`src/rtl/core/assert_macros.svh`:
```
// ----------------------------------------------------------------------------
// assert_macros.svh
// Shared assertion macros for the header framer RTL.
// ----------------------------------------------------------------------------
`ifndef ASSERT_MACROS_SVH
`define ASSERT_MACROS_SVH

// Property checked on every rising edge, ignored while reset is held.
`define ETHTX_ASSERT(lbl, clk, rst_n, prop) \
  lbl: assert property (@(posedge clk) disable iff (!rst_n) (prop)) \
    else $error("ethtx assertion failed");

// Expression that must never be true outside reset.
`define ETHTX_ASSERT_NEVER(lbl, clk, rst_n, expr) \
  `ETHTX_ASSERT(lbl, clk, rst_n, !(expr))

`endif

```
`src/rtl/core/ethtx_pkg.sv`:
```
// ----------------------------------------------------------------------------
// ethtx_pkg
// Shared constants, types and helpers of the Ethernet transmit header framer.
// ----------------------------------------------------------------------------
package ethtx_pkg;

  localparam int TABLE_DEPTH = 256;
  localparam int TBL_AW      = $clog2(TABLE_DEPTH);

  localparam int MAC_W  = 48;
  localparam int DATA_W = 64;
  localparam int KEEP_W = 8;
  localparam int DEST_W = 8;
  localparam int IDX_W  = 8;

  localparam int IN_TDATA_W  = 136;
  localparam int OUT_TDATA_W = 72;

  localparam int CFG_AW     = 4;
  localparam int CFG_DW     = 64;
  localparam int CFG_IDX_W  = CFG_AW - 3;

  localparam logic [CFG_IDX_W-1:0] REG_SOURCE_MAC = '0;

  localparam logic [15:0]       ETHERTYPE = 16'h7400;
  localparam logic [KEEP_W-1:0] KEEP_ALL  = 8'hff;

  localparam logic OP_TABLE_WRITE = 1'b0;
  localparam logic OP_FLIT        = 1'b1;

  typedef enum logic [1:0] {
    PH_HDR0,
    PH_HDR1,
    PH_FLIT
  } phase_t;

  // Flit handed from the input stage to the word emitter
  typedef struct packed {
    logic [DATA_W-1:0] data;
    logic [KEEP_W-1:0] keep;
    logic              last;
    logic [DEST_W-1:0] dest;
    logic              first;
    logic              dest_ok;
  } flit_t;

  function automatic logic [63:0] swap_bytes64(input logic [63:0] v);
    logic [63:0] r;
    r = '0;
    for (int b = 0; b < 8; b++) begin
      r[8*b +: 8] = v[8*(7-b) +: 8];
    end
    return r;
  endfunction

endpackage

```
`src/rtl/core/ethtx_emit.sv`:
```
// ----------------------------------------------------------------------------
// ethtx_emit
// Holds one flit, builds the two header words from the table read data and
// sends header and flit words through the output register.
// ----------------------------------------------------------------------------
`include "assert_macros.svh"

module ethtx_emit
  import ethtx_pkg::*;
(
  input  logic                   clk,
  input  logic                   rst_n,
  input  logic                   push_valid,
  input  flit_t                  push_flit,
  output logic                   push_ready,
  input  logic [MAC_W-1:0]       dest_mac,
  input  logic [MAC_W-1:0]       source_mac,
  output logic                   out_tvalid,
  input  logic                   out_tready,
  output logic [OUT_TDATA_W-1:0] out_tdata,
  output logic                   out_tlast,
  output logic                   out_tuser
);

  logic   s1_valid_r;
  logic   s1_valid_nxt;
  flit_t  s1_r;
  flit_t  s1_nxt;
  phase_t phase_r;
  phase_t phase_nxt;

  logic              out_valid_r;
  logic              out_valid_nxt;
  logic [DATA_W-1:0] out_data_r;
  logic [DATA_W-1:0] out_data_nxt;
  logic [KEEP_W-1:0] out_keep_r;
  logic [KEEP_W-1:0] out_keep_nxt;
  logic              out_last_r;
  logic              out_last_nxt;
  logic              out_end_r;
  logic              out_end_nxt;

  logic              out_load;
  logic              emit;
  logic              s1_done;
  logic              push_fire;
  logic [MAC_W-1:0]  dmac;
  logic [DATA_W-1:0] word_data;
  logic [KEEP_W-1:0] word_keep;
  logic              word_last;
  logic              word_end;

  assign out_load   = !out_valid_r || out_tready;
  assign emit       = s1_valid_r && out_load;
  assign s1_done    = emit && (phase_r == PH_FLIT);
  assign push_ready = !s1_valid_r || s1_done;
  assign push_fire  = push_valid && push_ready;

  // next phase
  always_comb begin
    phase_nxt = phase_r;
    if (push_fire) begin
      phase_nxt = push_flit.first ? PH_HDR0 : PH_FLIT;
    end else if (emit) begin
      case (phase_r)
        PH_HDR0: phase_nxt = PH_HDR1;
        PH_HDR1: phase_nxt = PH_FLIT;
        PH_FLIT: phase_nxt = PH_FLIT;
        default: phase_nxt = PH_FLIT;
      endcase
    end
  end

  // word for the current phase
  always_comb begin
    dmac      = s1_r.dest_ok ? dest_mac : '0;
    word_data = s1_r.data;
    word_keep = s1_r.keep;
    word_last = s1_r.last;
    word_end  = 1'b1;
    case (phase_r)
      PH_HDR0: begin
        word_data = swap_bytes64({dmac, source_mac[47:32]});
        word_keep = KEEP_ALL;
        word_last = 1'b0;
        word_end  = 1'b0;
      end
      PH_HDR1: begin
        word_data = swap_bytes64({source_mac[31:0], ETHERTYPE, s1_r.dest, 8'h00});
        word_keep = KEEP_ALL;
        word_last = 1'b0;
        word_end  = 1'b0;
      end
      PH_FLIT: begin
        word_data = s1_r.data;
      end
      default: begin
        word_data = s1_r.data;
      end
    endcase
  end

  always_comb begin
    s1_valid_nxt = s1_valid_r;
    s1_nxt       = s1_r;
    if (push_fire) begin
      s1_valid_nxt = 1'b1;
      s1_nxt       = push_flit;
    end else if (s1_done) begin
      s1_valid_nxt = 1'b0;
    end
  end

  always_comb begin
    out_valid_nxt = out_valid_r;
    out_data_nxt  = out_data_r;
    out_keep_nxt  = out_keep_r;
    out_last_nxt  = out_last_r;
    out_end_nxt   = out_end_r;
    if (out_load) begin
      out_valid_nxt = emit;
      out_data_nxt  = word_data;
      out_keep_nxt  = word_keep;
      out_last_nxt  = word_last;
      out_end_nxt   = word_end;
    end
  end

  always_ff @(posedge clk) begin
    if (!rst_n) begin
      s1_valid_r  <= 1'b0;
      phase_r     <= PH_FLIT;
      out_valid_r <= 1'b0;
    end else begin
      s1_valid_r  <= s1_valid_nxt;
      phase_r     <= phase_nxt;
      out_valid_r <= out_valid_nxt;
    end
  end

  always_ff @(posedge clk) begin
    s1_r       <= s1_nxt;
    out_data_r <= out_data_nxt;
    out_keep_r <= out_keep_nxt;
    out_last_r <= out_last_nxt;
    out_end_r  <= out_end_nxt;
  end

  assign out_tvalid = out_valid_r;
  assign out_tdata  = {out_keep_r, out_data_r};
  assign out_tlast  = out_last_r;
  assign out_tuser  = out_end_r;

  `ETHTX_ASSERT(a_hdr_word_shape, clk, rst_n,
    (out_valid_r && !out_end_r) |-> (out_keep_r == KEEP_ALL && !out_last_r))
  `ETHTX_ASSERT(a_cont_flit_direct, clk, rst_n,
    (s1_valid_r && !s1_r.first) |-> (phase_r == PH_FLIT))
  `ETHTX_ASSERT(a_first_starts_hdr, clk, rst_n,
    (push_fire && push_flit.first) |=> (s1_valid_r && phase_r == PH_HDR0))
  `ETHTX_ASSERT_NEVER(a_push_while_hdr, clk, rst_n,
    push_fire && s1_valid_r && phase_r != PH_FLIT)

endmodule

```
`config.mk`:
```
export PLATFORM = sky130hd
export DESIGN_NAME = ethtx_emit
export DESIGN_NICKNAME = d
export VERILOG_FILES = /design/src/rtl/core/ethtx_pkg.sv /design/src/rtl/core/ethtx_emit.sv
export VERILOG_INCLUDE_DIRS = /design/src /design/src/rtl/core
export SDC_FILE = /design/constraint.sdc
export NUM_CORES = 1
export LEC_CHECK = 0
export BUFFER_PORTS_ARGS = -buffer_cell sky130_fd_sc_hd__buf_2
export CORE_MARGIN = 2
export CORE_UTILIZATION = 43
export CTS_CLUSTER_DIAMETER = 40
export DETAILED_ROUTE_END_ITERATION = 10
export PLACE_DENSITY = 0.87
export SKIP_CTS_REPAIR_TIMING = 1
export SYNTH_ARGS = -nofsm -noshare
export SYNTH_HDL_FRONTEND = slang
export SYNTH_SLANG_ARGS = --single-unit
```
`constraint.sdc`:
```
create_clock -name clk -period 3.4 [get_ports clk]
set_clock_uncertainty 0.1 [all_clocks]
set_input_delay 0.17 -clock clk [delete_from_list [all_inputs] [get_ports clk]]
set_output_delay 0.17 -clock clk [all_outputs]
set_load 0.02 [all_outputs]
```
### Word-level counts from Yosys, hierarchy flattened

Cells that the tools add are included.

| word-level totals | value |
|---|---|
| memory bits (read-only) | 0 |
| input port bits | 183 |
| flip-flop bits (word level) | 160 |
| memories kept | 0 |
| memory bits (writable) | 0 |
| logic and storage cells | 34 |
| latch bits | 0 |
| output and inout port bits | 76 |

| cells by class | value |
|---|---|
| equality and inequality tests | 2 |
| shift operators | 0 |
| divide/modulo/power cells | 0 |
| multiplexer cells | 9 |
| order comparisons | 0 |
| multiply operators | 0 |
| add/sub/neg operators | 0 |
| reductions and logical operators | 11 |
| bitwise operators | 0 |

Operators by type and width:

| operator | number |
|---|---|
| $pmux W64 S2 | 1 |
| $mux W48 | 1 |
| $mux W2 | 4 |
| $reduce_bool A2 Y1 | 2 |
| $logic_and A1 B1 Y1 | 3 |
| $mux W1 | 3 |
| $eq A2 B1 Y1 const B | 1 |
| $eq A2 B2 Y1 const B | 1 |
| $logic_not A1 Y1 | 2 |
| $logic_not A2 Y1 | 1 |
| $logic_or A1 B1 Y1 | 2 |
| $reduce_or A2 Y1 | 1 |

### Longest topological paths before layout

| logic depth | value |
|---|---|
| word-level depth | 7 |
| depth in mapped cells | 5 |

### Worst setup path after synthesis

Ideal clock, no wire load.

| path | value |
|---|---|
| kind | flip-flop to flip-flop |
| start point | reg phase_r[1] |
| end point | reg s1_r[0] (netlist bit), enable pin |
| slack | -0.025 ns |
| cell stages (with the launch flop) | 5 |
| data arrival time | 2.876 ns |
| required time | 2.851 ns |
| cells stage by stage | dfxtp_1 > buf_4 > nand2b_1 > o21ai_2 > and2_1 |

| on the way | value |
|---|---|
| cells in the longest elaborated chain, start to end | 4 |

RTL lines:

| item | line | source |
|---|---|---|
| from (decl) | ethtx_emit.sv:29 | `phase_t phase_r;` |
| from (signal assigned) | ethtx_emit.sv:136 | `phase_r <= phase_nxt;` |
| $eq A2 B2 Y1 | ethtx_emit.sv:55 | `assign s1_done = emit && (phase_r == PH_FLIT);` |
| $logic_and A1 B1 Y1 | ethtx_emit.sv:55 |  |
| $logic_or A1 B1 Y1 | ethtx_emit.sv:56 | `assign push_ready = !s1_valid_r \|\| s1_done;` |
| named net push_ready | ethtx_emit.sv:15 | `output logic push_ready,` |
| $logic_and A1 B1 Y1 | ethtx_emit.sv:57 | `assign push_fire = push_valid && push_ready;` |
| named net push_fire | ethtx_emit.sv:46 | `logic push_fire;` |
| to (signal assigned) | ethtx_emit.sv:142 | `s1_r <= s1_nxt;` |
| to (decl) | ethtx_emit.sv:27 | `flit_t s1_r;` |

The timed path passes the listed nets, and every way through them passes these cells.
A chain may end at the register's enable or synchronous reset.

### Worst setup path after layout

| path | value |
|---|---|
| start point | reg phase_r[1] |
| end point | reg s1_r[33] (netlist bit), enable pin |

| on the way | value |
|---|---|
| cells in the longest elaborated chain, start to end | 4 |

RTL lines:

| item | line |
|---|---|
| $eq A2 B2 Y1 | ethtx_emit.sv:55 |
| $logic_and A1 B1 Y1 | ethtx_emit.sv:55 |
| $logic_or A1 B1 Y1 | ethtx_emit.sv:56 |
| $logic_and A1 B1 Y1 | ethtx_emit.sv:57 |
| named net push_fire | ethtx_emit.sv:46 |

The timed path passes the listed nets, and every way through them passes these cells.

==> reports/metrics.json <==
{
  "critical_path_buf_inv_count": 1,
  "number_of_slew_limit_violations_in_the_final_report": 0,
  "min_period_over_period_pct": 64.8,
  "crit_path_end_kind": "register",
  "share_seq_of_total_power_pct": 47.7,
  "cts_root_buf": "clkbuf_16",
  "antenna_found_initial": 0,
  "via_count": 4638,
  "comb_pwr_share_pct": 12.3,
  "violations_in_the_final_reports": "hold timing",
  "multiInputGateArea_um2": 1100,
  "cts-buffers-inserted": 17,
  "layout.cells.non_filler": 921,
  "crit_path_start_kind": "register",
  "yosysWarningCount": 0,
  "critical-path-top-delay-family": "simple AND/OR/NAND/NOR gates",
  "place_inst": 784,
  "place_congestion": 0.858,
  "die-height_um": 123,
  "detail-route-antenna-nets": 0,
  "num_antenna_cells": 0,
  "max_cap_violations": 0,
  "mostFrequentLayoutCell": "buf_2",
  "path_cells": "nand2b_1 -> o21ai_2 -> and2_4 -> buf_12",
  "remaining_drc_errors": 0,
  "finalNetCount": 911,
  "setup_viol_count_final": 0,
  "die-width_um": 123,
  "post-route-min-period_ns": 2.20,
  "final_hold_viol_count": 1,
  "place_worst_setup_slack_ns": 1.21,
  "cp_data_arrival_time_ns": 2.21,
  "most-common-layout-cells": "buf_2 (258), edfxtp_1 (156), dlygate4sd3_1 (105)",
  "die-area_um2": 15000,
  "avgViaCountPerCell": 5.04,
  "cts_max_path_buffers": 2,
  "detail_route.wl_per_cell_um": 18.1,
  "timing_worst_setup_path_type": "register to register",
  "tightestPinTransition_ns": 0.848,
  "first_pass_iters": 5,
  "share_of_final_layout_standard_cells_stronger_than_drive_strength_1_pct": 39.9,
  "critPathSlowestCell": "dfxtp_4",
  "cts_tree": "built",
  "postSynthRegisterBits": 160,
  "overflow": 0,
  "p_per_area_nw_per_um2": 555,
  "synth-seq-area-share_pct": 78.9,
  "mappedNetlistNets": 549,
  "clock_sink_count": 160,
  "slew-limit-headroom_pct": 43.4,
  "ys_types": 27,
  "netSwitchingFraction_pct": 22.3,
  "status": "finished, violations left",
  "floorplan.core_area_um2": 13800,
  "worst-endpoint-required_ns": 3.40,
  "start_util_pct": 43.7,
  "cts.htree.levels": 4,
  "regArea_um2": 4770,
  "numPortBuffers": 258,
  "internal_power_w": 0.00394,
  "static_leakage_nw": 3.85,
  "worstHoldPathType": "input pin to register",
  "ioPinCount": 259,
  "ir_worst_vdd_uv": 363,
  "syn_inst": 366,
  "final_routed_wirelength_um": 16700,
  "worst_skew_pair.late_latency_ns": 0.42,
  "row_count": 43,
  "cp_max_fo": 44,
  "timing.hold.ws_ns": -0.00812,
  "fillers": 934,
  "dp_hpwl_um": 10200,
  "first_global_vias": 4205,
  "synth.cell_area_um2": 6040,
  "grt_pass1_wl_um": 21000,
  "syn-mean-instance-area_um2": 16.5,
  "unrepaired_setup_endpoints_after_global_routing": "false",
  "groute.usage.overall_pct": 19.3,
  "grt_start_max_net_pins": 83,
  "critical-path-max-stage-delay_ns": 0.61,
  "detail_route.iter0.violations": 403,
  "final.setup.worst_slack_ns": 1.20,
  "maxClockFrequency_mhz": 454,
  "worst_setup_hold_path_clk_slew_ns": 0.06,
  "pwr-share-clk_pct": 40.0,
  "layout-area-overhead-vs-synth_pct": 51.0,
  "tns_ns": 0,
  "power.net_switching_w": 0.00113
}
## metal layers
| metal | GRT usage [%] | vias up | share of wire, % |
|---|---|---|---|
| met4 | 9.05 | 0 | 2.5 |
| met1 | 21.4 | 2190 | 36 |
| li1 | - | 2142 | - |
| met5 | 0 | - | 0 |
| met2 | 32.7 | 273 | 52 |
| met3 | 7.34 | 33 | 9.2 |
## synthesized netlist by cell type
master | count | share of area (%)
and3b_1 | 1 | 0.15
nor2_4 | 1 | 0.19
clkbuf_1 | 4 | 0.25
nand3_1 | 1 | 0.083
a22oi_1 | 31 | 3.9
and2_1 | 3 | 0.31
nand2_1 | 44 | 2.7
o21ai_2 | 1 | 0.15
and2_4 | 1 | 0.15
o221ai_1 | 1 | 0.15
inv_1 | 3 | 0.19
nor3b_1 | 1 | 0.12
nand2b_1 | 9 | 0.93
o21ai_1 | 19 | 1.6
buf_4 | 4 | 0.50
nor2b_1 | 1 | 0.10
a21boi_0 | 3 | 0.37
mux2i_1 | 9 | 1.5
edfxtp_1 | 156 | 78
a21oi_1 | 6 | 0.50
a31oi_1 | 1 | 0.10
a22o_1 | 20 | 2.9
o21ai_0 | 25 | 2.1
buf_2 | 9 | 0.75
nor2b_4 | 1 | 0.23
dfxtp_1 | 4 | 1.3
buf_6 | 7 | 1.3
## power groups by stage
stage	combinational, W	sequential (W)	clock, W
floorplan	0.000158	0.00257	0
global placement	0.000508	0.00245	0
detailed placement	0.000523	0.00245	0
CTS	0.000525	0.00242	0.00206
global route	0.000673	0.00243	0.00214
finish	0.000625	0.00242	0.00202
## cells by family (layout without fill, tap and decap cells)
family / count (synthesis) / after routing / synth area share, %
and+or+nand+nor: 63 / 63 / 4.99
AOI/OAI and AO/OA: 107 / 107 / 11.7
buffers and inverters: 27 / 402 / 2.98
muxes: 9 / 9 / 1.49
DFF: 160 / 160 / 78.9
## worst paths after layout
path	cells after the start	from	to	slack, ns
setup / recovery	4	phase_r[1]	s1_r[33]	1.20
hold / removal	3	dest_mac[35]	out_data_r[11]	-0.008
setup reg to reg	4	phase_r[1]	s1_r[33]	1.20
hold reg to reg	1	s1_r[17]	out_keep_r[6]	0.40
## metrics by stage
| stage | total power [W] | util, % | cell area (um2) | hold slack, ns |
|---|---|---|---|---|
| after global placement | 0.00296 | 53.8 | 7440 | 0.246 |
| final | 0.00506 | 65.9 | 9120 | -0.00812 |
| after floorplan | 0.00273 | - | 6040 | 0.149 |
| after global routing | 0.00525 | 65.9 | 9120 | -0.00917 |
| after detailed placement | 0.00298 | 53.8 | 7440 | 0.248 |
| after CTS | 0.00500 | 58.3 | 8070 | -0.202 |
## sequential cells by signal, indices dropped and copies added (netlist names)
signal and flops:
out_tlast 1, s1_valid_r 1, out_tvalid 1, phase_r 2
out_data_r 64, out_keep_r 8, out_tuser 1, s1_r 82
## cell type report
class | instances | area share (%)
Sequential cell | 160 | 52.3
Clock buffer | 21 | 4.83
Multi-Input combinational cell | 179 | 12.0
Timing Repair Buffer | 367 | 26.2
Tap cell | 180 | 2.47
Clock inverter | 11 | 2.06
Inverter | 3 | 0.137
## worst min-delay path: stages
cell	delay [ns]
buf_2	0.08
a22oi_1	0.05
o21ai_1	0.10
No activity file was read; power rests on OpenSTA's default activity.
