===== src/rtl/core/assert_macros.svh =====
// ----------------------------------------------------------------------------
// assert_macros.svh
// Shared assertion macros for the header framer RTL.
// ----------------------------------------------------------------------------
`ifndef ASSERT_MACROS_SVH
`define ASSERT_MACROS_SVH

// Property checked on every rising edge, ignored while reset is held.
`define ETHTX_ASSERT(lbl, clk, rst_n, prop) \
  lbl: assert property (@(posedge clk) disable iff (!rst_n) (prop)) \
    else $error("ethtx assertion failed");

// Expression that must never be true outside reset.
`define ETHTX_ASSERT_NEVER(lbl, clk, rst_n, expr) \
  `ETHTX_ASSERT(lbl, clk, rst_n, !(expr))

`endif


===== src/rtl/core/ethtx_pkg.sv =====
// ----------------------------------------------------------------------------
// ethtx_pkg
// Shared constants, types and helpers of the Ethernet transmit header framer.
// ----------------------------------------------------------------------------
package ethtx_pkg;

  localparam int TABLE_DEPTH = 256;
  localparam int TBL_AW      = $clog2(TABLE_DEPTH);

  localparam int MAC_W  = 48;
  localparam int DATA_W = 64;
  localparam int KEEP_W = 8;
  localparam int DEST_W = 8;
  localparam int IDX_W  = 8;

  localparam int IN_TDATA_W  = 136;
  localparam int OUT_TDATA_W = 72;

  localparam int CFG_AW     = 4;
  localparam int CFG_DW     = 64;
  localparam int CFG_IDX_W  = CFG_AW - 3;

  localparam logic [CFG_IDX_W-1:0] REG_SOURCE_MAC = '0;

  localparam logic [15:0]       ETHERTYPE = 16'h7400;
  localparam logic [KEEP_W-1:0] KEEP_ALL  = 8'hff;

  localparam logic OP_TABLE_WRITE = 1'b0;
  localparam logic OP_FLIT        = 1'b1;

  typedef enum logic [1:0] {
    PH_HDR0,
    PH_HDR1,
    PH_FLIT
  } phase_t;

  // Flit handed from the input stage to the word emitter
  typedef struct packed {
    logic [DATA_W-1:0] data;
    logic [KEEP_W-1:0] keep;
    logic              last;
    logic [DEST_W-1:0] dest;
    logic              first;
    logic              dest_ok;
  } flit_t;

  function automatic logic [63:0] swap_bytes64(input logic [63:0] v);
    logic [63:0] r;
    r = '0;
    for (int b = 0; b < 8; b++) begin
      r[8*b +: 8] = v[8*(7-b) +: 8];
    end
    return r;
  endfunction

endpackage


===== src/rtl/core/ethtx_cfg.sv =====
// ----------------------------------------------------------------------------
// ethtx_cfg
// APB register file holding the source MAC address.
// ----------------------------------------------------------------------------
module ethtx_cfg
  import ethtx_pkg::*;
(
  input  logic              clk,
  input  logic              rst_n,
  input  logic              psel,
  input  logic              penable,
  input  logic              pwrite,
  input  logic [CFG_AW-1:0] paddr,
  input  logic [CFG_DW-1:0] pwdata,
  output logic [CFG_DW-1:0] prdata,
  output logic              pready,
  output logic [MAC_W-1:0]  source_mac
);

  logic [MAC_W-1:0]     source_mac_r;
  logic [MAC_W-1:0]     source_mac_nxt;
  logic [CFG_IDX_W-1:0] reg_idx;
  logic                 wr_fire;

  assign pready  = 1'b1;
  assign reg_idx = paddr[CFG_AW-1:3];
  assign wr_fire = psel && penable && pwrite && pready;

  always_comb begin
    source_mac_nxt = source_mac_r;
    if (wr_fire && reg_idx == REG_SOURCE_MAC) begin
      source_mac_nxt = pwdata[MAC_W-1:0];
    end
  end

  always_ff @(posedge clk) begin
    if (!rst_n) begin
      source_mac_r <= '0;
    end else begin
      source_mac_r <= source_mac_nxt;
    end
  end

  always_comb begin
    prdata = '0;
    if (reg_idx == REG_SOURCE_MAC) begin
      prdata = {{(CFG_DW-MAC_W){1'b0}}, source_mac_r};
    end
  end

  assign source_mac = source_mac_r;

endmodule


===== config.mk =====
export PLATFORM = sky130hd
export DESIGN_NAME = ethtx_cfg
export DESIGN_NICKNAME = d
export VERILOG_FILES = /design/src/rtl/core/assert_macros.svh /design/src/rtl/core/ethtx_pkg.sv /design/src/rtl/core/ethtx_cfg.sv
export SDC_FILE = /design/constraint.sdc
export NUM_CORES = 1
export LEC_CHECK = 0
export BUFFER_PORTS_ARGS = -buffer_cell sky130_fd_sc_hd__clkbuf_2
export CAP_MARGIN = 20
export CORE_UTILIZATION = 44
export CTS_BUF_LIST = sky130_fd_sc_hd__clkbuf_4 sky130_fd_sc_hd__clkbuf_8
export CTS_CLUSTER_DIAMETER = 50
export DETAILED_ROUTE_END_ITERATION = 8
export GPL_TIMING_DRIVEN = 0
export PLACE_DENSITY_LB_ADDON = 0.3
export REMOVE_ABC_BUFFERS = 1
export SYNTH_ARGS = -nofsm -noshare
export SYNTH_HDL_FRONTEND = slang
export SYNTH_SLANG_ARGS = --single-unit

===== constraint.sdc =====
create_clock -name clk -period 3.2 [get_ports clk]
set_clock_uncertainty 0.15 [all_clocks]
set_input_delay 0.64 -clock clk [delete_from_list [all_inputs] [get_ports clk]]
set_output_delay 0.64 -clock clk [all_outputs]
set_load 0.005 [all_outputs]

# After elaboration in Yosys (flattened, before gate mapping)

Cells that the tools add are included.

Add/subtract/negate cells: 0
Multipliers: 0
Divide/modulo/power cells: 0
$lt $le $gt $ge: 0
Equality and inequality tests: 0
Shift operators: 0
Mux-type cells: 1
Bitwise logic cells: 1
Reduce and logical (&&, ||, !) cells: 3

Operators by type and width:

| operator          | number |
|---|---|
| $mux 48           | 1 |
| $logic_and 1x1->1 | 3 |
| $not 1->1         | 1 |

Register bits: 48
Bits in latches: 0
RAM bits: 0
Memory bits (read-only): 0
Output and inout bits: 113
Logic and storage cells: 6
Memories kept: 0

# Logic depth before layout (Yosys ltp)

Gate-level depths: netlist of run 1.

Word-level depth: 3
Depth in mapped cells: 5
Gate-level depth less buffers: 2

# Least setup slack after synthesis of run 1

No wires, ideal clock.

Path kind: input to output
Start: input port paddr[3]
End: output port prdata[26]
Data arrival time: 1388 ps
Required time: 2410 ps
Setup slack: 1022 ps
Stages on the path: 3
Buffers on the path: 2
Path through: clkbuf_1 clkbuf_1 and2b_1

Word-level cells in the longest chain between the ends: 1

Ends and longest elaborated chain:

| what               | RTL line        | text |
|---|---|---|
| start: declaration | ethtx_cfg.sv:13 | `input logic [CFG_AW-1:0] paddr,` |
| $mux 48            | ethtx_cfg.sv:46 | `if (reg_idx == REG_SOURCE_MAC) begin` |
| end: declaration   | ethtx_cfg.sv:15 | `output logic [CFG_DW-1:0] prdata,` |

Every way passes these cells.

# Worst setup path in the final report of run 1

Start: input port paddr[3]
End: output port prdata[39]

Same word-level chain as after synthesis.

==> metrics.csv, run 1 <==
stage;metric;value;unit
die;core_area;5140;um2
die;design.die.area;5680;um2
logic_synthesis;synthTopCellsByCount;nand2_1 (96), dfxtp_1 (48), mux2i_1 (48);
logic_synthesis;synth_top_family_by_area;simple AND/OR/NAND/NOR gates;
detailed_routing;first_pass_iters;4;
layout;final_cells;485;
placement;port_buffers;149;
clocking;clk_pin_slew;0.08;ns
logic_synthesis;synth_flop_cell;dfxtp_1;
detailed_routing;num_vias;2156;
logic_synthesis;fraction_of_synthesized_area_in_multiplexers;20.3;%
sta;max_clock_freq;404;MHz
power;static-leakage-power;1.55;nW
layout;final_nets;488;
power;switchingPower;0.000257;W
run;timing.max_cap.violations;0;
logic_synthesis;async_flop_share;0;%
placement;placed_cells;478;
layout;largest_reg_flops;48;
sta;rsz_0062_raised_after_global_routing;false;
detailed_routing;wl;5170;um
detailed_routing;post_drt_via_cell_ratio;4.45;
setup_path;setup.worst_path.class;in -> out;
power;clock_power_share;33.2;%
logic_synthesis;synth-edff-count;0;
setup_path;crit-reg2reg-launch;source_mac[32];
power;intPower;0.000863;W
logic_synthesis;ys_types;12;
detailed_routing;post-route-drc-count;0;
sta;worst_slack;0.723;ns
setup_path;critPathRequiredTime;2.41;ns
logic_synthesis;mappedNetlistArea;2370;um2
sta;timing.final.crit_period;2.48;ns
logic_synthesis;synth.ff_latch_count;48;
detailed_routing;drtIter0Drc;52;
worst_hold_path;min-delay-path-class;reg -> reg;
logic_synthesis;area_fraction_in_and_or_nand_and_nor_cells_after_synthesis;28.5;%
logic_synthesis;synth_area_leaders;dfxtp_1 (41%), mux2i_1 (20%), nand2_1 (15%);
power;power_per_cell_area;357;nW/um2
logic_synthesis;synthAdderAreaFrac;0;%
global_routing;first_global_vias;1775;
power;ir_drop_worst_case_vdd;0.211;mV
setup_path;crit_path_end_kind;output port;
global_routing;grt_max_degree;97;
clocking;postcts_resize_cnt;0;
layout;drive_gt1_share;38.1;%
detailed_routing;drt-wirelength-per-cell;10.7;um
die;floorplan.die.height;75.4;um
logic_synthesis;cell_with_the_most_instances_after_synthesis;nand2_1;
clocking;cts_hold_repair.buffers;0;
sta;finalSetupViolations;0;
clocking;cts_post_setup_buffers_inserted;0;
power;p_sw_share;22.9;%
power;comb_power_share;11.5;%
sta;finalMaxSlewViolations;0;
die;std_cell_rows;26;
clocking;tritoncts_num_sinks;48;
logic_synthesis;cell_count_after_synthesis;282;
status;status;finished clean;
worst_hold_path;hp-start;source_mac[24];
sta;final.period_utilization;77.4;%
sta;timing.final.hold_violations;0;
placement;detailed_place_hpwl;3670;um
power;seq_power_share;55.3;%
setup_path;maximum_fanout_along_the_worst_path;49;
clocking;ctsHtreeMaxLevel;2;
logic_synthesis;synth_top_area_share;40.6;%
die;top_level_ports;186;
placement;gp_routability_congestion;0.687;
clocking;clock_tree.root_cell;clkbuf_8;
logic_synthesis;yosysTopAreaCell;dfxtp_1;
setup_path;worst_setup_path_startpoint;paddr[3];
logic_synthesis;syn_avg_cell_area;8.40;um2
clocking;cts_tree;built;
setup_path;cp.arrival;1.69;ns
setup_path;r2r_slack;2.39;ns
die;initial_core_util;46.1;%
layout;area_growth;32.4;%
clocking;clk_latency;0.29;ns
sta;worst_pin_slew;0.927;ns
global_routing;antenna_found_initial;0;
sta;max-slew-margin-rel;38.2;%
die;die_w;75.4;um
detailed_routing;antenna_violating_nets_post_route;0;
logic_synthesis;synthesis_warnings;0;
clocking;cts_buffers;5;
logic_synthesis;post_synth_xor_area_fraction;0;%
global_routing;gr-total-overflow;0;
power;power;0.00112;W
logic_synthesis;sequential_area_share_after_synthesis;40.6;%
placement;dp_slack;0.390;ns
global_routing;grt_first_pass_wirelength;7620;um
setup_path;timing.critical_path.from_type;primary input;
clocking;max-clock-path-buffers;2;
global_routing;grt_util_all_layers;17.4;%
layout;antenna_cells;0;
logic_synthesis;synth-compound-area-share;0;%
## cells in the final DEF, fill, tap and decap left out
cell and n:
and2b_1 4, and4b_4 1, buf_12 1, clkbuf_2 148
clkbuf_4 1, clkbuf_8 7, conb_1 17, dfxtp_1 48
mux2i_1 48, nand2_1 96, nor2b_1 44
## area by class of cell
cell class              instances  area, um2
clock buffers                   7       96.3
fillers                       496       2000
multi-input cells             210       1220
flip-flops and latches         48        961
well taps                      70       87.6
repair buffers                150        768
## through the flow
step / hold WS, ns / setup TNS [ns] / utilization (%) / instance area (um2)
floorplan: 0.310 / 0 / - / 2180
global placement: 0.302 / -45.93 / 58.6 / 3010
detailed placement: 0.312 / 0 / 59.2 / 3040
CTS: 0.323 / 0 / 61.0 / 3140
global route: 0.344 / 0 / 61.0 / 3140
finish: 0.322 / 0 / 61.0 / 3140
## logic make-up after synthesis
kind of cell / after synthesis
flip-flops: 48
other: 2
AND/OR/NAND/NOR: 145
buffers and inverters: 39
multiplexers: 48
## power groups by stage
stage	Sequential (W)	Clock (W)	Combinational (W)
floorplan	0.000633	0	0.0000488
global placement	0.000633	0	0.000128
detailed placement	0.000633	0	0.000129
CTS	0.000620	0.000390	0.000130
global route	0.000622	0.000411	0.000147
finish	0.000619	0.000372	0.000128
## critical path, stage by stage
cell,delay [ns]
clkbuf_2,0.68
and2b_1,0.26
clkbuf_2,0.10
## metal layers
layer  global-route usage (%)  routed length (um)  up-vias
met5                        0                   0        -
met4                     4.32                  46        0
met3                     6.08                 463        5
met2                     31.4                2520      102
met1                     19.5                2140      937
li1                         -                   -     1112
## worst paths after layout
path / cells past startpoint / endpoint
min: 2 / source_mac[24]
min reg2reg: 2 / source_mac[24]
max: 3 / prdata[39]
max reg2reg: 2 / source_mac[32]
No activity file was read; power rests on OpenSTA's default activity.
==> inputs of run 2 (changes only) <==
- ABC_AREA: unset -> 1
- CORE_UTILIZATION: 44 -> 42
- clock period: 3.2 -> 2.5 ns (I/O delays scaled with it)
==> metrics.csv, run 2 <==
stage;metric;value;unit;change
worst_hold_path;hp-start;source_mac[4];;
logic_synthesis;synthTopCellsByCount;nor2_1 (145), inv_1 (98), nand2_1 (50);;
layout;multi_input_comb_area;1050;um2;-14%
logic_synthesis;synth-edff-count;0;;unchanged
detailed_routing;post-route-drc-count;0;;unchanged
global_routing;grt_util_all_layers;18.5;%;+1.1 points
detailed_routing;wl;6040;um;+17%
clocking;clock_tree.root_cell;clkbuf_8;;
die;top_level_ports;186;;unchanged
global_routing;first_global_vias;2237;;+26%
worst_hold_path;cells_on_worst_hold_path;2;;unchanged
sta;finalMaxSlewViolations;0;;unchanged
sta;finalSetupTns;0;ns;unchanged
power;comb_power_share;16.6;%;+5.1 points
sta;rsz_0062_raised_after_global_routing;false;;
detailed_routing;antenna_violating_nets_post_route;0;;unchanged
power;switchingPower;0.000390;W;+52%
clocking;cts_buffers;5;;unchanged
die;std_cell_rows;28;;+7.7%
setup_path;critPathRequiredTime;1.85;ns;-0.56 ns
sta;worst_slack;0.309;ns;-0.414 ns
power;p_sw_share;26.6;%;+3.7 points
layout;fillCellCount;639;;+29%
layout;final_nets;639;;+31%
detailed_routing;drt-wirelength-per-cell;9.44;um;-11%
layout;layout.cells.most_common_list;clkbuf_2 (149), nor2_1 (144), inv_1 (97);;
setup_path;crit_path_end_kind;output port;;
setup_path;largest_delay_contributor_family_on_the_critical_path;buffers and inverters;;
run;timing.max_cap.violations;0;;unchanged
global_routing;gr-total-overflow;0;;unchanged
setup_path;setup.worst_path.class;in -> out;;
worst_hold_path;min-delay-path-class;reg -> reg;;
setup_path;slowest_delay;0.74;ns;+0.06 ns
power;seq_power_share;55.4;%;about the same
clocking;cts_tree;built;;
clocking;clk_latency;0.28;ns;about the same
sta;finalSetupViolations;0;;unchanged
detailed_routing;drtIter0Drc;82;;+58%
sta;timing.final.crit_period;2.19;ns;
layout;area_growth;29.8;%;
sta;max-slew-margin-rel;33.2;%;-5.0 points
die;floorplan.die.height;80.3;um;+6.6%
clocking;clk_pin_slew;0.08;ns;about the same
placement;port_buffers;149;;unchanged
logic_synthesis;yosysTopAreaCell;dfxtp_1;;
global_routing;grt_max_degree;51;;-47%
sta;worst_pin_slew;1.00;ns;+0.0744 ns
logic_synthesis;ys_types;13;;+1
setup_path;timing.critical_path.cells;clkbuf_2 > nor2_1 > clkbuf_2;;
worst_hold_path;hold_path_end;source_mac[4];;
placement;detailed_place_hpwl;4170;um;+14%
layout;final_cells;639;;+32%
logic_synthesis;async_flop_share;0;%;unchanged
power;intPower;0.00108;W;+25%
sta;max_clock_freq;457;MHz;
setup_path;r2r.worst_path.cells;2;;unchanged
setup_path;worst_path_most_repeated_cell;clkbuf_2;;
setup_path;r2r_slack;1.74;ns;-0.65 ns
logic_synthesis;synth_top_area_share;37.3;%;-3.3 points
setup_path;cp.arrival;1.54;ns;-0.15 ns
layout;mostFrequentLayoutCell;clkbuf_2;;
global_routing;grt_first_pass_wirelength;9510;um;+25%
layout;antenna_cells;0;;unchanged
die;initial_core_util;43.5;%;-2.6 points
clocking;cts_post_setup_buffers_inserted;0;;unchanged
power;clock_power_share;28.1;%;-5.1 points
logic_synthesis;mappedNetlistArea;2580;um2;+8.8%
sta;timing.final.hold_violations;0;;unchanged
die;design.die.area;6450;um2;+14%
clocking;postcts_resize_cnt;0;;unchanged
logic_synthesis;sequential_area_share_after_synthesis;37.3;%;-3.3 points
clocking;tritoncts_num_sinks;48;;unchanged
setup_path;crit-reg2reg-launch;source_mac[8];;
logic_synthesis;cell_count_after_synthesis;435;;+54%
layout;largest_reg_flops;48;;unchanged
power;power_per_cell_area;438;nW/um2;+23%
status;status;finished clean;;
placement;gp_routability_congestion;0.734;;+6.8%
layout;area_taken_by_flip_flops_and_latches;961;um2;unchanged
power;static-leakage-power;1.91;nW;+23%
setup_path;timing.critical_path.from_type;primary input;;
die;core_area;5920;um2;+15%
sta;final.period_utilization;87.6;%;
logic_synthesis;syn_avg_cell_area;5.92;um2;-29%
placement;placed_cells;634;;+33%
detailed_routing;first_pass_iters;4;;unchanged
logic_synthesis;synth.ff_latch_count;48;;unchanged
placement;dp_slack;0.0422;ns;-0.348 ns
die;die_w;80.3;um;+6.6%
setup_path;cpMaxStageDelayCell;clkbuf_2;;
clocking;cts_hold_repair.buffers;0;;unchanged
logic_synthesis;cell_with_the_most_instances_after_synthesis;nor2_1;;
logic_synthesis;synth_flop_cell;dfxtp_1;;
detailed_routing;post_drt_via_cell_ratio;4.24;;-4.7%
layout;finish.utilization;56.5;%;-4.6 points
clocking;max-clock-path-buffers;2;;unchanged
setup_path;maximum_fanout_along_the_worst_path;50;;+2.0%
clocking;ctsHtreeMaxLevel;2;;unchanged
logic_synthesis;synth_area_leaders;dfxtp_1 (37%), nor2_1 (21%), inv_1 (14%);;
setup_path;worst-path-buf-inv;2;;unchanged
global_routing;antenna_found_initial;0;;unchanged
setup_path;timing.rr.end;source_mac[8];;
layout;drive_gt1_share;28.4;%;-9.7 points
power;ir_drop_worst_case_vdd;0.242;mV;+15%
detailed_routing;num_vias;2707;;+26%
logic_synthesis;synthesis_warnings;0;;unchanged
[run 2: cell types whose count changed after synthesis, moves of 9 or more]
cell      change
nor2_1      +145
nand3_1      +48
inv_1        +98
buf_2         +9
nand2_1      -46
mux2i_1      -48
nor2b_1      -44
clkbuf_1      -9
[run 2: routing by layer]
metal  GRT usage (%)  wire length (um)
met3            5.11               454
met1            20.5              2710
met4            3.75                39
met2            35.0              2830
met5               0                 0
[run 2: how the worst max path moves through the flow]
stage             start             end  slack, ns  depth (start not counted)
4_1_cts        paddr[3]      prdata[20]       0.29                          3
3_3_place_gp   paddr[3]  source_mac[27]      -1.70                          5
6_report       paddr[3]      prdata[20]       0.31                          3
3_5_place_dp   paddr[3]  source_mac[39]       0.04                          7
2_1_floorplan      psel   source_mac[0]     -0.004                          5
5_1_grt        paddr[3]  source_mac[38]       0.17                          7
[run 2: power by group through the flow]
stage	sequential (W)	clock (W)	combinational, W
4_1_cts	0.000812	0.000429	0.000246
3_3_place_gp	0.000828	0	0.000233
6_report	0.000811	0.000411	0.000243
2_1_floorplan	0.000829	0	0.000113
5_1_grt	0.000816	0.000456	0.000281
3_5_place_dp	0.000829	0	0.000245
[run 2: cell families after synthesis]
logic type / count (synthesis) / share of synthesized area [%]
simple gates: 244 / 38.0
flops: 48 / 37.3
other cells: 2 / 0.292
buf+inv: 141 / 24.4
[run 2: cell type report]
class	instances	area share [%]
clock buffers	5	2.06
multi-input cells	261	31.5
repair buffers	151	23.7
inverters	99	11.1
well taps	75	2.81
flip-flops and latches	48	28.7
[run 2: per-stage QoR]
stage          area (um2)  power (W)  hold WS [ns]
2_1_floorplan        2370   0.000942         0.344
3_3_place_gp         3210    0.00106         0.338
3_5_place_dp         3270    0.00107         0.342
4_1_cts              3340    0.00149         0.353
5_1_grt              3340    0.00155         0.369
6_report             3340    0.00147         0.350
[run 2: worst register-to-register path, cell delays in order (launching register included)]
cell	delay, ns
dfxtp_1	0.37
nor2_1	0.06
nor2_1	0.12
