<file path="src/rtl/core/assert_macros.svh">
// ----------------------------------------------------------------------------
// assert_macros.svh
// Shared assertion macros for the header framer RTL.
// ----------------------------------------------------------------------------
`ifndef ASSERT_MACROS_SVH
`define ASSERT_MACROS_SVH

// Property checked on every rising edge, ignored while reset is held.
`define ETHTX_ASSERT(lbl, clk, rst_n, prop) \
  lbl: assert property (@(posedge clk) disable iff (!rst_n) (prop)) \
    else $error("ethtx assertion failed");

// Expression that must never be true outside reset.
`define ETHTX_ASSERT_NEVER(lbl, clk, rst_n, expr) \
  `ETHTX_ASSERT(lbl, clk, rst_n, !(expr))

`endif

</file>
<file path="src/rtl/core/ethtx_ram.sv">
// ----------------------------------------------------------------------------
// ethtx_ram
// Generic single-write, single-read RAM with registered read data.
// ----------------------------------------------------------------------------
module ethtx_ram #(
  parameter int WIDTH = 8,
  parameter int DEPTH = 16
) (
  input  logic                     clk,
  input  logic                     wr_en,
  input  logic [$clog2(DEPTH)-1:0] wr_addr,
  input  logic [WIDTH-1:0]         wr_data,
  input  logic                     rd_en,
  input  logic [$clog2(DEPTH)-1:0] rd_addr,
  output logic [WIDTH-1:0]         rd_data
);

  logic [WIDTH-1:0] mem [DEPTH];
  logic [WIDTH-1:0] rd_data_r;

  always_ff @(posedge clk) begin
    if (wr_en) begin
      mem[wr_addr] <= wr_data;
    end
    if (rd_en) begin
      rd_data_r <= mem[rd_addr];
    end
  end

  assign rd_data = rd_data_r;

endmodule

</file>
<file path="config.mk">
export PLATFORM = sky130hd
export DESIGN_NAME = ethtx_ram
export DESIGN_NICKNAME = d
export VERILOG_FILES = /design/src/rtl/core/assert_macros.svh /design/src/rtl/core/ethtx_ram.sv
export SDC_FILE = /design/constraint.sdc
export NUM_CORES = 1
export LEC_CHECK = 0
export BUFFER_PORTS_ARGS = -buffer_cell sky130_fd_sc_hd__buf_4
export CORE_AREA = 2 2 126 128
export CTS_BUF_LIST = sky130_fd_sc_hd__clkbuf_2 sky130_fd_sc_hd__clkbuf_4 sky130_fd_sc_hd__clkbuf_8
export CTS_CLUSTER_SIZE = 20
export DETAILED_ROUTE_END_ITERATION = 16
export DIE_AREA = 0 0 128 130
export MAX_ROUTING_LAYER = met4
export PLACE_DENSITY = 0.56
export SYNTH_ARGS = -nofsm -noshare
export SYNTH_HDL_FRONTEND = slang
export SYNTH_SLANG_ARGS = --single-unit
</file>
<file path="constraint.sdc">
create_clock -name clk -period 2.49 [get_ports clk]
set_input_delay 0.1245 -clock clk [delete_from_list [all_inputs] [get_ports clk]]
set_output_delay 0.1245 -clock clk [all_outputs]
set_load 0.05 [all_outputs]
</file>
After elaboration in Yosys (flattened, before gate mapping)

Memory sizes are Yosys's and may differ from the RTL's. A register that Yosys moved wholly into a read port is not among the register bits.
Cells that the tools add are included.
Widths: inputs -> output; s select.

Memories: 1
Output and inout port bits: 8
Bits in writable memories: 128
Register bits: 0

Mux-type cells: 2

Memories:

| name | depth | bits a word | rd ports | clocked after Yosys merged registers in | wr ports | RTL line        | text |
|---|---|---|---|---|---|---|---|
| mem  | 16    | 8           | 1        | 1                                       | 1        | ethtx_ram.sv:18 | `logic [WIDTH-1:0] mem [DEPTH];` |

Operator list:

| operator | count |
|---|---|
| $mux 1   | 2 |

Longest topological paths before layout

Gate-level depths: netlist of run 1.

Depth in word-level cells: 2
Mapped depth: 5
Depth with buffers taken out: 3

Worst setup path after synthesis of run 1

OpenSTA, ideal clock, no wires.

Kind: input to register
Start point: input port wr_addr[2]
End point: memory mem[0][0] (enable)
Setup slack: 873 ps
Buffers on the path: 0
Stages on the path: 2
Required time: 2,107 ps
Arrival: 1,234 ps
Path through: or3b_2 nor3_1

RTL lines:

| what            | RTL line        | text |
|---|---|---|
| start, declared | ethtx_ram.sv:11 | `input logic [$clog2(DEPTH)-1:0] wr_addr,` |
| end, declared   | ethtx_ram.sv:18 |  |

No word-level cell before the write port.

==> results of run 1 <==
[layer usage]
layer	global-route usage	vias up	share of wire	wire length [microns]
met3	0.0402	6	0.068	704
met1	0.174	1254	0.42	4270
met4	0.0465	0	0.0070	72
met5	-	-	0	0
li1	-	1096	-	-
met2	0.221	75	0.51	5240
[layout make-up]
type                            instances  share of cell area
Clock buffer                           20              0.0416
Sequential cell                       136               0.663
Clock inverter                         12              0.0215
Timing Repair Buffer                   49              0.0637
Tap cell                              192              0.0390
Multi-Input combinational cell         83               0.172
[flip-flops by register name, summed over array words and instances, names as in the netlist]
register	flops
rd_data	8
mem	128
[layout by cell type (no fill, tap or decap), types with 2 or more instances in the layout]
cell | synthesis | final
a22oi_1 | 16 | 16
clkbuf_4 | 0 | 3
clkbuf_8 | 0 | 17
nand2b_1 | 2 | 2
dlygate4sd3_1 | 0 | 5
mux4_1 | 14 | 14
edfxtp_1 | 136 | 136
clkinv_2 | 0 | 4
bufinv_16 | 0 | 3
nand3b_1 | 2 | 2
buf_4 | 1 | 43
nor3_1 | 4 | 4
mux4_2 | 18 | 18
nand2_1 | 9 | 9
clkinv_1 | 0 | 4
nor2_1 | 13 | 13
[stage by stage]
stage	util	cells	setup slack (ps)	hold slack [ps]	area, sq um
after floorplan	-	229	873	223	5230
after global placement	0.371	455	611	430	5720
after detailed placement	0.371	455	599	435	5720
after CTS	0.400	492	897	0.921	6160
after global routing	0.400	492	890	0.220	6160
final	0.400	492	911	9.48	6160
[worst paths after layout]
kind / from / slack (ps) / end
worst max-delay path: mem[9][4] / 910 / rd_data[4]
worst min-delay path: wr_data[0] / 9 / mem[14][0]
worst max register to register: mem[9][4] / 910 / rd_data[4]
worst min register to register: mem[13][3] / 760 / rd_data[3]
[power by group through the flow]
stage               clock [uW]  combinational (uW)  sequential [uW]
CTS                       1800                 296             2590
floorplan                    0                 130             2680
detailed placement           0                 289             2640
global placement             0                 282             2640
global route              1910                 313             2600
finish                    1760                 290             2590
[worst register-to-register path, stage by stage, from the launching register on]
cell	delay, ps
edfxtp_1	370
mux4_1	520
a22oi_1	310
nand2_1	110
[repair_timing]
| action | in CTS | in global routing |
|---|---|---|
| hold endpoints to repair | 40 | 0 |
| endpoints found under the setup margin | 0 | 0 |
| hold buffers | 5 | 0 |
| gates resized for setup | 0 | 0 |
[cells by family (layout without fill, tap and decap cells)]
family	Yosys count	after routing
AOI/OAI and AO/OA	16	16
buffers and inverters	10	81
muxes	32	32
and+or+nand+nor	35	35
DFF	136	136
==> summary.txt, run 1 <==
Status
  • Status: finished, final reports clean

Synth
  • Compound-Gate Fraction of Synth Area: 0.0230
  • Post-synth top area share: 0.781
  • Post-synth EDFFs: roughly 140
  • Post-synthesis simple-gate area fraction: 0.0314
  • Mux cell area share after synthesis: 0.148
  • Ys Warns: 0
  • Netlist cell types: 18
  • Leading area contributor after synthesis: edfxtp_1
  • Synth Instances: approximately 230
  • Ys flop type: edfxtp_1
  • Sequential share of the synthesized area: 0.781
  • Cell Area, Synth: 5230 sq um
  • Synthesized net count: between 200 and 250
  • #FFs+latches synth: around 140
  • Top cells by count, synth: edfxtp_1 (136), mux4_2 (18), a22oi_1 (16)
  • Fraction of registers with async set or reset after synthesis: 0
  • Xor and xnor fraction of the mapped netlist area: 0
  • Main combinational cell family by area after synthesis: multiplexers
  • Count leader, synth: edfxtp_1
  • Post-Syn Area per Cell: 22.8 sq um
  • Synth Area in Adders: 0
  • Top cells by area, synth: edfxtp_1 (78%), mux4_2 (7.8%), mux4_1 (7.0%)

STA
  • Final worst path period need: 1580 ps
  • RSZ-0062 raised after global routing: false
  • Fin Setup TNS: 0 ps
  • Final Cycle Share: 0.634
  • Rel. slew slack: 0.450
  • Worst Tran Pin Value: between 800 and 900 ps
  • Count of pins over their slew limit: 0
  • Final Hold Fails: 0
  • Max Clock Freq: about 630 MHz
  • Final setup viols: 0
  • Worst Clk Skew: around 11 ps

Clock tree
  • Clock Path Buffers: 2
  • Worst-Skew Late Latency: about 430 ps
  • Clock root cell: clkbuf_8
  • Setup repair bufs after CTS: 0
  • CTS tree: yes
  • H-tree levels: 4
  • Clock-pin slew on the worst setup and hold paths: ~70 ps
  • Clk sink count: ~140
  • CTS buffer count: 17

Die
  • Standard-cell rows: between 40 and 50
  • Boundary pin count: 27
  • Core Area: around 15000 sq um
  • Die height: between 100 and 150 microns
  • Initial Util: 0.339
  • Die area: around 17000 sq um
  • Die W: 128 microns

Power and ir drop
  • Sw frac: 0.204
  • Leak: ~0.0021 uW
  • Worst VDD drop: 307 uV
  • Combinational power share: 0.062
  • Cell-internal power: 3700 uW
  • Power density over cell area: approximately 750 nW/um^2
  • Share of power burned in registers: 0.558
  • Net Sw Power: roughly 950 uW
  • Final Total Pwr: approximately 4600 uW
  • Clock share of power: 0.379

Detailed routing
  • DRC Markers: 0
  • Average vias per placed instance: 4.94
  • Total number of vias: between 2000 and 2500
  • First drt pass iteration count: 4
  • Final ANT Viol Nets: 0
  • Wire per inst: around 21 microns
  • Routed WL: slightly above 10000 microns
  • 1st-iter DRT viols: 225

Critical path
  • Required time of the critical path: approximately 2700 ps
  • Critical-path maximum fanout: 1
  • Slowest-stage cell, CP: mux4_1
  • CP delay by family, top: multiplexers
  • CP bufs+invs: 0
  • Worst path depth: 3
  • Crit-path cells: mux4_1 > a22oi_1 > nand2_1
  • Crit end category: flip-flop
  • Reg2reg path depth: 3
  • Setup CP Type: reg -> reg
  • Max incr delay on CP: 520 ps
  • Worst Path Arrival: ~1700 ps
  • Worst setup SP type: flip-flop

GRT
  • First-pass GRT wire length: roughly 15000 microns
  • Initial antenna violation count: 0
  • Overall Global Routing Usage: 0.139
  • Largest net degree at the start of global routing: 33
  • GRT overflow: 0
  • Vias in the first global route: between 2000 and 3000

Final layout
  • P&R area growth vs syn: 17.9%
  • Reg area: approximately 4100 sq um
  • Nets: 306
  • Filler Cell Count: between 1000 and 1500
  • Diode count: 0
  • Multi-input logic area: ~1100 sq um
  • Layout cells sized above 1: 0.303

Placement
  • DP Wirelength: approximately 6400 microns
  • Global placer's final weighted congestion: roughly 0.67
  • PortBufs: 26

Job
  • Number of max-cap violations: 0

Min path
  • WHS Path Cells: 1
  • Worst Hold Class: in -> reg
Power figures use the tool's default switching activity.
==> run 2, diff against run 1 <==
Clock period 2.49 ns to 1.6 ns, I/O delays scaled along.
==> run 2 against run 1 <==
Compared with the run above: count of clock-buffer cells in the layout did not move; cell area rose by 1.6%; wire length fell by 1.4%; largest power group unchanged.
==> summary.txt, run 2 (synthesis results as in run 1) <==
Detailed routing
  • Routed WL: 10100 microns (was 10300 microns)
  • DRC Markers: 0 (unchanged)
  • First drt pass iteration count: 4 (unchanged)
  • Final ANT Viol Nets: 0 (unchanged)
  • Wire per inst: 20.2 microns (was 20.9 microns)
  • Average vias per placed instance: 4.87 (was 4.94)
  • Total number of vias: 2450 (was 2431)
  • 1st-iter DRT viols: 243 (was 225)

Final layout
  • P&R area growth vs syn: 19.8% (was 17.9%)
  • Non-filler instance count after layout: 503 (was 492)
  • Nets: 317 (was 306)
  • Cell area after layout: 6260 sq um (was 6160 sq um)
  • Diode count: 0 (unchanged)
  • Final Util: 0.406 (was 0.400)
  • Layout cells sized above 1: 0.325 (was 0.303)
  • Max reg flops: 128 (unchanged)
  • Reg with most FFs: mem (unchanged)
  • Commonest non-fill, non-tap cells in the layout: edfxtp_1 (136), buf_4 (47), mux4_2 (18) (was edfxtp_1 (136), buf_4 (43), mux4_2 (18))
  • Most common cell after layout, fill and taps aside: edfxtp_1 (unchanged)

Clock tree
  • Setup repair bufs after CTS: 0 (unchanged)
  • CTS buffer count: 17 (unchanged)
  • H-tree levels: 4 (unchanged)
  • CTS tree: yes (unchanged)
  • Worst-Skew Late Latency: 430 ps (about the same)
  • Clock root cell: clkbuf_8 (unchanged)
  • Clock-pin slew on the worst setup and hold paths: 70 ps (about the same)
  • Clk sink count: 136 (unchanged)
  • Clock Path Buffers: 2 (unchanged)

GRT
  • Overall Global Routing Usage: 0.139 (about the same)
  • GRT overflow: 0 (unchanged)
  • First-pass GRT wire length: 15400 microns (was 15500 microns)
  • Largest net degree at the start of global routing: 17 (was 33)
  • Initial antenna violation count: 0 (unchanged)
  • Vias in the first global route: 2585 (was 2514)

Die
  • Core Area: 15400 sq um (unchanged)
  • Initial Util: 0.339 (unchanged)
  • Boundary pin count: 27 (unchanged)
  • Die W: 128 microns (unchanged)
  • Die height: 130 microns (unchanged)
  • Die area: 16600 sq um (unchanged)
  • Standard-cell rows: 46 (unchanged)

Placement
  • Cell total after placement: 462 (was 455)
  • Cell area after placement: 5810 sq um (was 5720 sq um)
  • DP Wirelength: 6650 microns (was 6420 microns)
  • Pre-CTS WS: -53.5 ps (was 599 ps)
  • Global placer's final weighted congestion: 0.714 (was 0.673)
  • PortBufs: 26 (unchanged)

STA
  • Final setup viols: 0 (unchanged)
  • Max Clock Freq: 669 MHz (was 633 MHz)
  • Final Hold Fails: 0 (unchanged)
  • Fin Setup TNS: 0 ps (unchanged)
  • Rel. slew slack: 0.675 (was 0.450)
  • Worst Tran Pin Value: 488 ps (was 822 ps)
  • Final Cycle Share: 0.935 (was 0.634)
  • Worst Clk Skew: 6.46 ps (was 10.9 ps)
  • Count of pins over their slew limit: 0 (unchanged)
  • RSZ-0062 raised after global routing: false (unchanged)
  • Setup slack after layout: 104 ps (was 911 ps)
  • Final worst path period need: 1500 ps (was 1580 ps)

Power and ir drop
  • Worst VDD drop: 521 uV (was 307 uV)
  • Power density over cell area: 1110 nW/um^2 (was 753 nW/um^2)
  • Leak: 0.00209 uW (was 0.00205 uW)

Critical path
  • Worst setup SP type: flip-flop (unchanged)
  • Critical-path maximum fanout: 1 (unchanged)
  • Setup CP Type: reg -> reg (unchanged)
  • Worst Path Arrival: 1670 ps (was 1740 ps)
  • Slowest-stage cell, CP: mux4_2 (was mux4_1)
  • Required time of the critical path: 1780 ps (was 2660 ps)
  • Max incr delay on CP: 470 ps (was 520 ps)
  • Crit-path cells: mux4_2 > a22oi_1 > nand2_1 (was mux4_1 > a22oi_1 > nand2_1)
  • Crit end category: flip-flop (unchanged)

Status
  • Status: finished, final reports clean (unchanged)

Min path
  • Worst Hold Class: in -> reg (unchanged)

Job
  • Number of max-cap violations: 0 (unchanged)
[run 2: changes by cell type in the layout (fill, tap and decap cells not counted)]
cell / before / now
clkinvlp_4: 1 / 2
buf_12: 1 / 4
buf_4: 43 / 47
dlygate4sd3_1: 5 / 9
clkinv_2: 4 / 5
bufinv_16: 3 / 1
a22oi_2: 0 / 3
a22oi_1: 16 / 13
[run 2: cell type report]
type                       instances  area [sq um]
clock buffer                      20           256
clock inverter                    12          85.1
fill                            1367          9160
multi-input combinational         83          1070
sequential                       136          4080
tap                              192           240
timing repair buffer              60           523
[run 2: worst max-delay path: cells and delay by family, from the launching register on]
family / cells / cell delay [ps]
simple gates: 1 / 110
compound gates: 1 / 310
flops: 1 / 360
mux: 1 / 470
[run 2: worst paths after layout]
kind,cells after the start,slack (ps),end,startpoint
setup / recovery,3,100,rd_data[4],mem[3][4]
hold / removal,3,170,mem[0][5],wr_addr[0]
setup reg to reg,3,100,rd_data[4],mem[3][4]
hold reg to reg,3,760,rd_data[1],mem[11][1]
[run 2: what timing repair did]
| item | in CTS | in global routing |
|---|---|---|
| setup endpoints to repair | 0 | 3 |
| hold buffers | 9 | 0 |
| gates resized for setup | 0 | 3 |
| endpoints found under the hold margin | 136 | 0 |
[run 2: stage by stage]
step / hold slack [ps] / power, uW
floorplan: 179 / 4370
global placement: 390 / 4580
detailed placement: 400 / 4590
CTS: 127 / 7040
global route: 138 / 7240
finish: 167 / 6950
[run 2: report_power, final]
part / total (uW) / internal [uW] / switching (uW)
logic: 487 / 213 / 274
clock network: 2430 / 1240 / 1190
registers: 4030 / 4010 / 21.5
[run 2: layer usage]
layer  up-vias  track usage  share of wire
met2        74        0.213           0.50
li1       1116            -              -
met5         -            -              0
met1      1252        0.170           0.44
met3         8       0.0533          0.052
met4         0       0.0478          0.012
==> run 3, diff against run 2 <==
Settings changed: GPL_TIMING_DRIVEN from default to 0.
==> run 3 against run 2 <==
Compared with the run above: wire length grew 0.75%; total power rose by 7.0%; non-clock buffer count fell by 16; maximum frequency down 3.3%; first-iteration DRC count grew 44%; cell area decreased by 1.4%; die area did not move; highest routed layer unchanged.
==> summary.txt, run 3 (synthesis results as in run 1) <==
Status
  • Status: finished, final reports clean (unchanged)

Final layout
  • Most common cell after layout, fill and taps aside: edfxtp_1 (unchanged)
  • Cell area after layout: 6170 sq um (was 6260 sq um)
  • Max reg flops: 128 (unchanged)
  • P&R area growth vs syn: 18.1% (was 19.8%)
  • Reg area: 4080 sq um (unchanged)
  • Multi-input logic area: 1070 sq um (about the same)
  • Layout cells sized above 1: 0.285 (was 0.325)
  • Reg with most FFs: mem (unchanged)
  • Diode count: 0 (unchanged)
  • Nets: 301 (was 317)
  • Commonest non-fill, non-tap cells in the layout: edfxtp_1 (136), buf_4 (26), mux4_2 (18) (was edfxtp_1 (136), buf_4 (47), mux4_2 (18))
  • Non-filler instance count after layout: 487 (was 503)
  • Filler Cell Count: 1378 (was 1367)

STA
  • Worst Clk Skew: 10.1 ps (was 6.46 ps)
  • Setup slack after layout: 54.2 ps (was 104 ps)
  • Fin Setup TNS: 0 ps (unchanged)
  • Count of pins over their slew limit: 0 (unchanged)
  • Rel. slew slack: 0.130 (was 0.675)
  • Final Hold Fails: 0 (unchanged)
  • Final worst path period need: 1550 ps (was 1500 ps)
  • Max Clock Freq: 647 MHz (was 669 MHz)
  • Final setup viols: 0 (unchanged)
  • Final Cycle Share: 0.966 (was 0.935)
  • Worst Tran Pin Value: 1300 ps (was 488 ps)
  • RSZ-0062 raised after global routing: false (unchanged)

Critical path
  • Crit-path cells: mux4_1 > a22oi_2 > nand2_1 (was mux4_2 > a22oi_1 > nand2_1)
  • Worst Path Arrival: 1720 ps (was 1670 ps)
  • Required time of the critical path: 1770 ps (was 1780 ps)
  • Crit end category: flip-flop (unchanged)
  • Slowest-stage cell, CP: mux4_1 (was mux4_2)
  • Max incr delay on CP: 580 ps (was 470 ps)
  • CP delay by family, top: multiplexers (unchanged)
  • Worst setup SP type: flip-flop (unchanged)
  • Critical-path maximum fanout: 1 (unchanged)
  • CP bufs+invs: 0 (unchanged)
  • Setup CP Type: reg -> reg (unchanged)

Clock tree
  • CTS buffer count: 17 (unchanged)
  • H-tree levels: 4 (unchanged)
  • Clk sink count: 136 (unchanged)
  • Clock root cell: clkbuf_8 (unchanged)
  • Clock Path Buffers: 2 (unchanged)
  • Worst-Skew Late Latency: 430 ps (about the same)
  • Setup repair bufs after CTS: 0 (unchanged)
  • CTS tree: yes (unchanged)
  • Clock-pin slew on the worst setup and hold paths: 70 ps (about the same)

Placement
  • Cell total after placement: 446 (was 462)
  • Cell area after placement: 5660 sq um (was 5810 sq um)
  • PortBufs: 25 (was 26)
  • DP Wirelength: 6470 microns (was 6650 microns)
  • Global placer's final weighted congestion: 0.716 (was 0.714)
  • Pre-CTS WS: -520 ps (was -53.5 ps)

Detailed routing
  • DRC Markers: 0 (unchanged)
  • Routed WL: 10200 microns (was 10100 microns)
  • Total number of vias: 2399 (was 2450)
  • First drt pass iteration count: 4 (unchanged)
  • Average vias per placed instance: 4.93 (was 4.87)
  • Wire per inst: 21.0 microns (was 20.2 microns)
  • 1st-iter DRT viols: 350 (was 243)
  • Final ANT Viol Nets: 0 (unchanged)

GRT
  • Largest net degree at the start of global routing: 17 (unchanged)
  • GRT overflow: 0 (unchanged)
  • First-pass GRT wire length: 15200 microns (was 15400 microns)
  • Initial antenna violation count: 0 (unchanged)
  • Vias in the first global route: 2428 (was 2585)
  • Overall Global Routing Usage: 0.137 (was 0.139)

Min path
  • Worst Hold Class: in -> reg (unchanged)

Die
  • Boundary pin count: 27 (unchanged)
  • Die area: 16600 sq um (unchanged)
  • Standard-cell rows: 46 (unchanged)
  • Die W: 128 microns (unchanged)
  • Core Area: 15400 sq um (unchanged)
  • Initial Util: 0.339 (unchanged)
  • Die height: 130 microns (unchanged)

Power and ir drop
  • Clock share of power: 0.394 (was 0.349)
  • Power density over cell area: 1200 nW/um^2 (was 1110 nW/um^2)
  • Cell-internal power: 5870 uW (was 5460 uW)
  • Share of power burned in registers: 0.542 (was 0.580)
  • Net Sw Power: 1560 uW (was 1480 uW)
  • Leak: 0.00201 uW (was 0.00209 uW)
  • Combinational power share: 0.065 (was 0.070)
  • Sw frac: 0.210 (was 0.214)
  • Worst VDD drop: 450 uV (was 521 uV)

Job
  • Number of max-cap violations: 0 (unchanged)
-- run 3: path summary, 6_finish.rpt --
kind | from | end | slack (ps) | cells after the start
setup / recovery | mem[5][0] | rd_data[0] | 50 | 3
hold / removal | wr_addr[0] | mem[0][7] | 100 | 2
setup reg to reg | mem[5][0] | rd_data[0] | 50 | 3
hold reg to reg | mem[8][2] | rd_data[2] | 770 | 3
-- run 3: power groups by stage --
| stage | clock network, uW | registers (uW) | logic, uW |
|---|---|---|---|
| 4_1_cts | 2980 | 4030 | 488 |
| 3_3_place_gp | 0 | 4100 | 459 |
| 2_1_floorplan | 0 | 4170 | 203 |
| 5_1_grt | 3120 | 4030 | 519 |
| 3_5_place_dp | 0 | 4110 | 467 |
| 6_report | 2920 | 4030 | 480 |
-- run 3: final cells by class --
cell class              count  share of cell area
multi-input cells          83               0.173
clock buffers              17              0.0379
repair buffers             34              0.0450
clock inverters            15              0.0298
flip-flops and latches    136               0.662
well taps                 192              0.0389
plain buffers              10              0.0140
-- run 3: what timing repair did --
| action | in CTS | in global routing |
|---|---|---|
| resized for setup | 2 | 0 |
| hold endpoints to repair | 136 | 0 |
| setup endpoints to repair | 9 | 0 |
| hold buffers | 9 | 0 |
-- run 3: per-layer routing --
metal | GRT usage | vias to the layer above | routed length, microns
met1 | 0.187 | 1253 | 4830
met3 | 0.0398 | 8 | 474
met2 | 0.198 | 52 | 4840
li1 | - | 1086 | -
met5 | - | - | 0
met4 | 0.0485 | 0 | 80
-- run 3: through the flow --
stage               hold slack [ps]  utilization  total power [uW]
floorplan                       179            -              4370
global route                   82.5        0.400              7680
detailed placement              366        0.367              4570
finish                         95.4        0.400              7430
global placement                362        0.367              4560
CTS                            65.6        0.400              7500
